$ cat src/hw/rtl/depq_pkg.sv
// ----------------------------------------------------------------------------
// depq_pkg: shared definitions for the double-ended priority queue
// Action and status codes seen at the ports, and the control word that the
// sequencer broadcasts to every cell of the sorted array.
// ----------------------------------------------------------------------------
package depq_pkg;

   localparam int unsigned ACTION_W = 2;
   localparam int unsigned STATUS_W = 2;

   localparam logic [ACTION_W-1:0] ACT_INSERT  = 2'd0;
   localparam logic [ACTION_W-1:0] ACT_POP_MAX = 2'd1;
   localparam logic [ACTION_W-1:0] ACT_POP_MIN = 2'd2;

   localparam logic [STATUS_W-1:0] ST_OK    = 2'd0;
   localparam logic [STATUS_W-1:0] ST_EMPTY = 2'd1;
   localparam logic [STATUS_W-1:0] ST_FULL  = 2'd2;

   typedef enum logic [1:0] {
      CELL_HOLD,
      CELL_COMPARE,
      CELL_INSERT,
      CELL_SHIFT_DOWN
   } cell_op_type;

   typedef struct packed {
      cell_op_type op;
   } cell_ctrl_type;

endpackage

$ cat src/hw/rtl/depq_cell.sv
// ----------------------------------------------------------------------------
// depq_cell: one slot of the sorted array
// Holds one entry, compares it with the broadcast item, and on command
// keeps its entry, takes the item, or takes a neighbor's entry.
// ----------------------------------------------------------------------------
module depq_cell #(
   parameter int unsigned IDX      = 0,
   parameter int unsigned ENTRY_W  = 48,
   parameter int unsigned KEY_BITS = 24,
   parameter int unsigned CNT_W    = 7
) (
   input  logic                    clock,
   input  depq_pkg::cell_ctrl_type ctrl,
   input  logic [ENTRY_W-1:0]      item,
   input  logic [CNT_W-1:0]        count,
   input  logic [ENTRY_W-1:0]      left_entry,
   input  logic                    left_ge,
   input  logic [ENTRY_W-1:0]      right_entry,
   output logic [ENTRY_W-1:0]      entry_out,
   output logic                    ge_out,
   output logic                    eq_out,
   output logic [KEY_BITS-1:0]     tail_key_out
);

   logic [ENTRY_W-1:0]  entry_ff, entry_in;
   logic                ge_ff, eq_ff;
   logic [KEY_BITS-1:0] tail_key_ff;
   logic                occupied;
   logic                is_tail;

   assign occupied = count > CNT_W'(IDX);
   assign is_tail  = count == CNT_W'(IDX + 1);

   always_comb begin
      entry_in = entry_ff;
      case (ctrl.op)
         depq_pkg::CELL_INSERT: begin
            // Cells at or above the insertion point move up by one slot; the
            // first of them takes the new item.
            if (ge_ff) begin
               entry_in = left_ge ? left_entry : item;
            end
         end
         depq_pkg::CELL_SHIFT_DOWN: entry_in = right_entry;
         default: entry_in = entry_ff;
      endcase
   end

   always_ff @(posedge clock) begin
      entry_ff <= entry_in;
      if (ctrl.op == depq_pkg::CELL_COMPARE) begin
         // An empty slot counts as larger than any item.
         ge_ff       <= !occupied || (entry_ff >= item);
         eq_ff       <= occupied && (entry_ff == item);
         tail_key_ff <= is_tail ? entry_ff[KEY_BITS-1:0] : '0;
      end
   end

   assign entry_out    = entry_ff;
   assign ge_out       = ge_ff;
   assign eq_out       = eq_ff;
   assign tail_key_out = tail_key_ff;

endmodule

$ cat config.mk
export PLATFORM = sky130hd
export DESIGN_NAME = depq_cell
export DESIGN_NICKNAME = d
export VERILOG_FILES = /design/src/hw/rtl/depq_pkg.sv /design/src/hw/rtl/depq_cell.sv
export SDC_FILE = /design/constraint.sdc
export NUM_CORES = 1
export LEC_CHECK = 0
export BUFFER_PORTS_ARGS = -buffer_cell sky130_fd_sc_hd__buf_2
export CORE_ASPECT_RATIO = 1.4
export CORE_MARGIN = 3
export CORE_UTILIZATION = 42
export CTS_CLUSTER_DIAMETER = 60
export DETAILED_ROUTE_END_ITERATION = 10
export HOLD_SLACK_MARGIN = 0.08
export PLACE_DENSITY = 0.74
export SLEW_MARGIN = 20
export SYNTH_ARGS = -nofsm -noshare
export SYNTH_HDL_FRONTEND = slang
export SYNTH_SLANG_ARGS = --single-unit
$ cat constraint.sdc
create_clock -name clock -period 3.75 [get_ports clock]
set_input_delay 0.75 -clock clock [delete_from_list [all_inputs] [get_ports clock]]
set_output_delay 0.75 -clock clock [all_outputs]
set_load 0.02 [all_outputs]
==> flow_summary.ini <==
[timing]
fin_ws_ns = 1.45
tns_ns = 0
tightest_slew_ns = 0.912
slew_violations = 0
hold_viol_final = 0
finalCritPeriodShare_pct = 61.4
setup_viol = 0
rsz0062_at_grt = false
fmax_mhz = 434
clock_skew_ns = 0.00746
max-slew-margin-rel_pct = 39.2
finalCriticalPeriod_ns = 2.30

[clocking]
post_cts_resized = 0
htree_levels = 3
clk_pin_slew_ns = 0.06
tritoncts = done
clockBufferDepth = 2
post_cts_buffers = 0
cts.sink_count = 74
cts_root_buf = clkbuf_16
cts_hold_buffers = 0
insertion_delay_ns = 0.33
cts_buffers = 9

[synth]
ys_seq_area_share_pct = 47.8
synth_cell_types = 35
synth_edf_count = 74
yosys_warnings = 0
synth_cells = 439
ys_seq_elements = 74
syn_nets = 642
synthFlopType = edfxtp_1
synthesis.area_sq_mm = 0.00465
avgSynthCellArea_sq_um = 10.6
synth_top_area_share_pct = 47.8
ys_async_sr_fraction_pct = 0
synthTopCellsByArea = edfxtp_1 (48%), ha_1 (13%), mux2i_1 (10%), nand2_1 (4.9%), inv_1 (4.0%)
yosysTopAreaCell = edfxtp_1

[die]
coreArea_sq_mm = 0.0106
dieArea_sq_mm = 0.0124
die_h_microns = 131
ios = 229
start_util_pct = 44.0
die_w_microns = 95.0
num_rows = 44

[job]
maxCapViolCount = 0

[placed_design]
dpl_cell_area_sq_mm = 0.00595
place_congestion = 0.849
place_ws_ns = 1.08
io_buffer_count = 228
hpwl_microns = 9790
dp.cells = 791

[detailed_routing]
wl_per_cell_microns = 15.1
drc_errors = 0
drtAntennaViolNets = 0
drtPass1Iterations = 4
drt-total-wl_microns = 12200
avgViaCountPerCell = 5.01
drtIter0Drc = 131
num_vias = 4047

[setup_path]
slowest_stage = nor4_4
path_buf_inv = 2
cp.arrival_ns = 2.46
worstSetupPathDepth = 8
cp_top_family = simple AND/OR/NAND/NOR gates
startpoint = item[43]
reg2reg_depth = 6
r2r-end = eq_out
required_ns = 3.90
worstPathCellList = buf_2 -> inv_1 -> ha_1 -> nand4_2 -> nor4_4 -> nand3_2 -> nor4_2 -> nor4b_2
rrSetupSlack_ns = 1.60
critical_path_class = in -> reg
crit_path_max_fanout = 3
reg2reg_from = entry_out[43]
start_kind = input pin
crit_path_max_incr_delay_ns = 0.36
worstSetupEndpointType = flop
crit_end = eq_out

[cells_and_area]
n_fill_cell = 908
drive_gt1_share_pct = 39.0
area_growth_pct = 35.3
finalNetCount = 867
fin_area_sq_mm = 0.00629
fin_cells = 807
final_cell_mix = buf_2 (228), edfxtp_1 (74), nand2_1 (61), inv_1 (49)
num_antenna_cells = 0
final_common_cell = buf_2

[grt]
overflow = 0
grt_pass1_wl_microns = 18600
grt_max_degree = 51
grt_pass1_vias = 4076
grt.total_usage_pct = 19.5
antenna_found_initial = 0

[power_and_ir_drop]
ir_drop_v = 0.000234
total_power_mw = 2.46
p_per_area_mw_per_mm2 = 391
p_leak_nw = 3.15

[status]
status = finished clean

[min_path]
min_path_type = reg -> reg
final cells by class:
class / count / area [sq um] / share of cell area [%]
Multi-Input combinational cell: 297 / 2180 / 34.6
Inverter: 49 / 184 / 2.92
Sequential cell: 74 / 2220 / 35.3
Timing Repair Buffer: 233 / 1190 / 18.9
Clock buffer: 9 / 225 / 3.58
Tap cell: 138 / 173 / 2.74
Clock inverter: 7 / 124 / 1.97
registers in the layout, indices dropped and copies added, names as in the netlist:
name / count
tail_key_out: 24
ge_out: 1
entry_out: 48
eq_out: 1
cells in the mapped netlist, drive strengths merged (3+ instances only):
master and number:
a21o 3, a21oi 18, and2 25, buf 4, clkbuf 15, edfxtp 74
ha 48, inv 49, mux2i 48, nand2 61, nand3 6, nand4 8
nor2 5, nor4 3, o211ai 3, o21ai 54
report_power, final:
part	internal [mW]	switching, mW	total (mW)
combinational	0.196	0.264	0.460
sequential	0.973	0.0287	1.00
clock	0.657	0.343	1.00
total	1.83	0.636	2.46
worst min-delay path by stage:
stage	endpoint	cells after the start	from
floorplan	tail_key_out[0]	1	entry_out[0]
global placement	tail_key_out[22]	1	entry_out[22]
detailed placement	tail_key_out[22]	1	entry_out[22]
CTS	tail_key_out[12]	1	entry_out[12]
global route	tail_key_out[23]	1	entry_out[23]
finish	tail_key_out[21]	1	entry_out[21]
layer usage:
| layer | global-route usage [%] | wire length (microns) |
|---|---|---|
| met1 | 21.7 | 4660 |
| met2 | 36.4 | 6480 |
| met3 | 3.55 | 818 |
| met4 | 7.48 | 261 |
| met5 | 0 | 0 |
worst reg2reg max path, cell delays in order, from the launching register on:
cell	delay (ns)
edfxtp_1	0.39
ha_1	0.35
nand4_2	0.19
nor4_4	0.36
nand3_2	0.15
nor4_2	0.30
nor4b_2	0.25
stage by stage:
step                hold slack [ns]  utilization [%]
detailed placement            0.578             56.3
global route                  0.624             59.6
floorplan                     0.705                -
finish                        0.586             59.6
global placement              0.565             56.3
CTS                           0.596             59.6
logic make-up after synthesis:
logic type	count (synthesis)	share of synthesized area [%]
compound gates	83	9.63
mux	48	10.3
flops	74	47.8
buf+inv	68	5.59
fa+ha+maj	48	12.9
simple gates	118	13.8
Power figures use the tool's default switching activity.
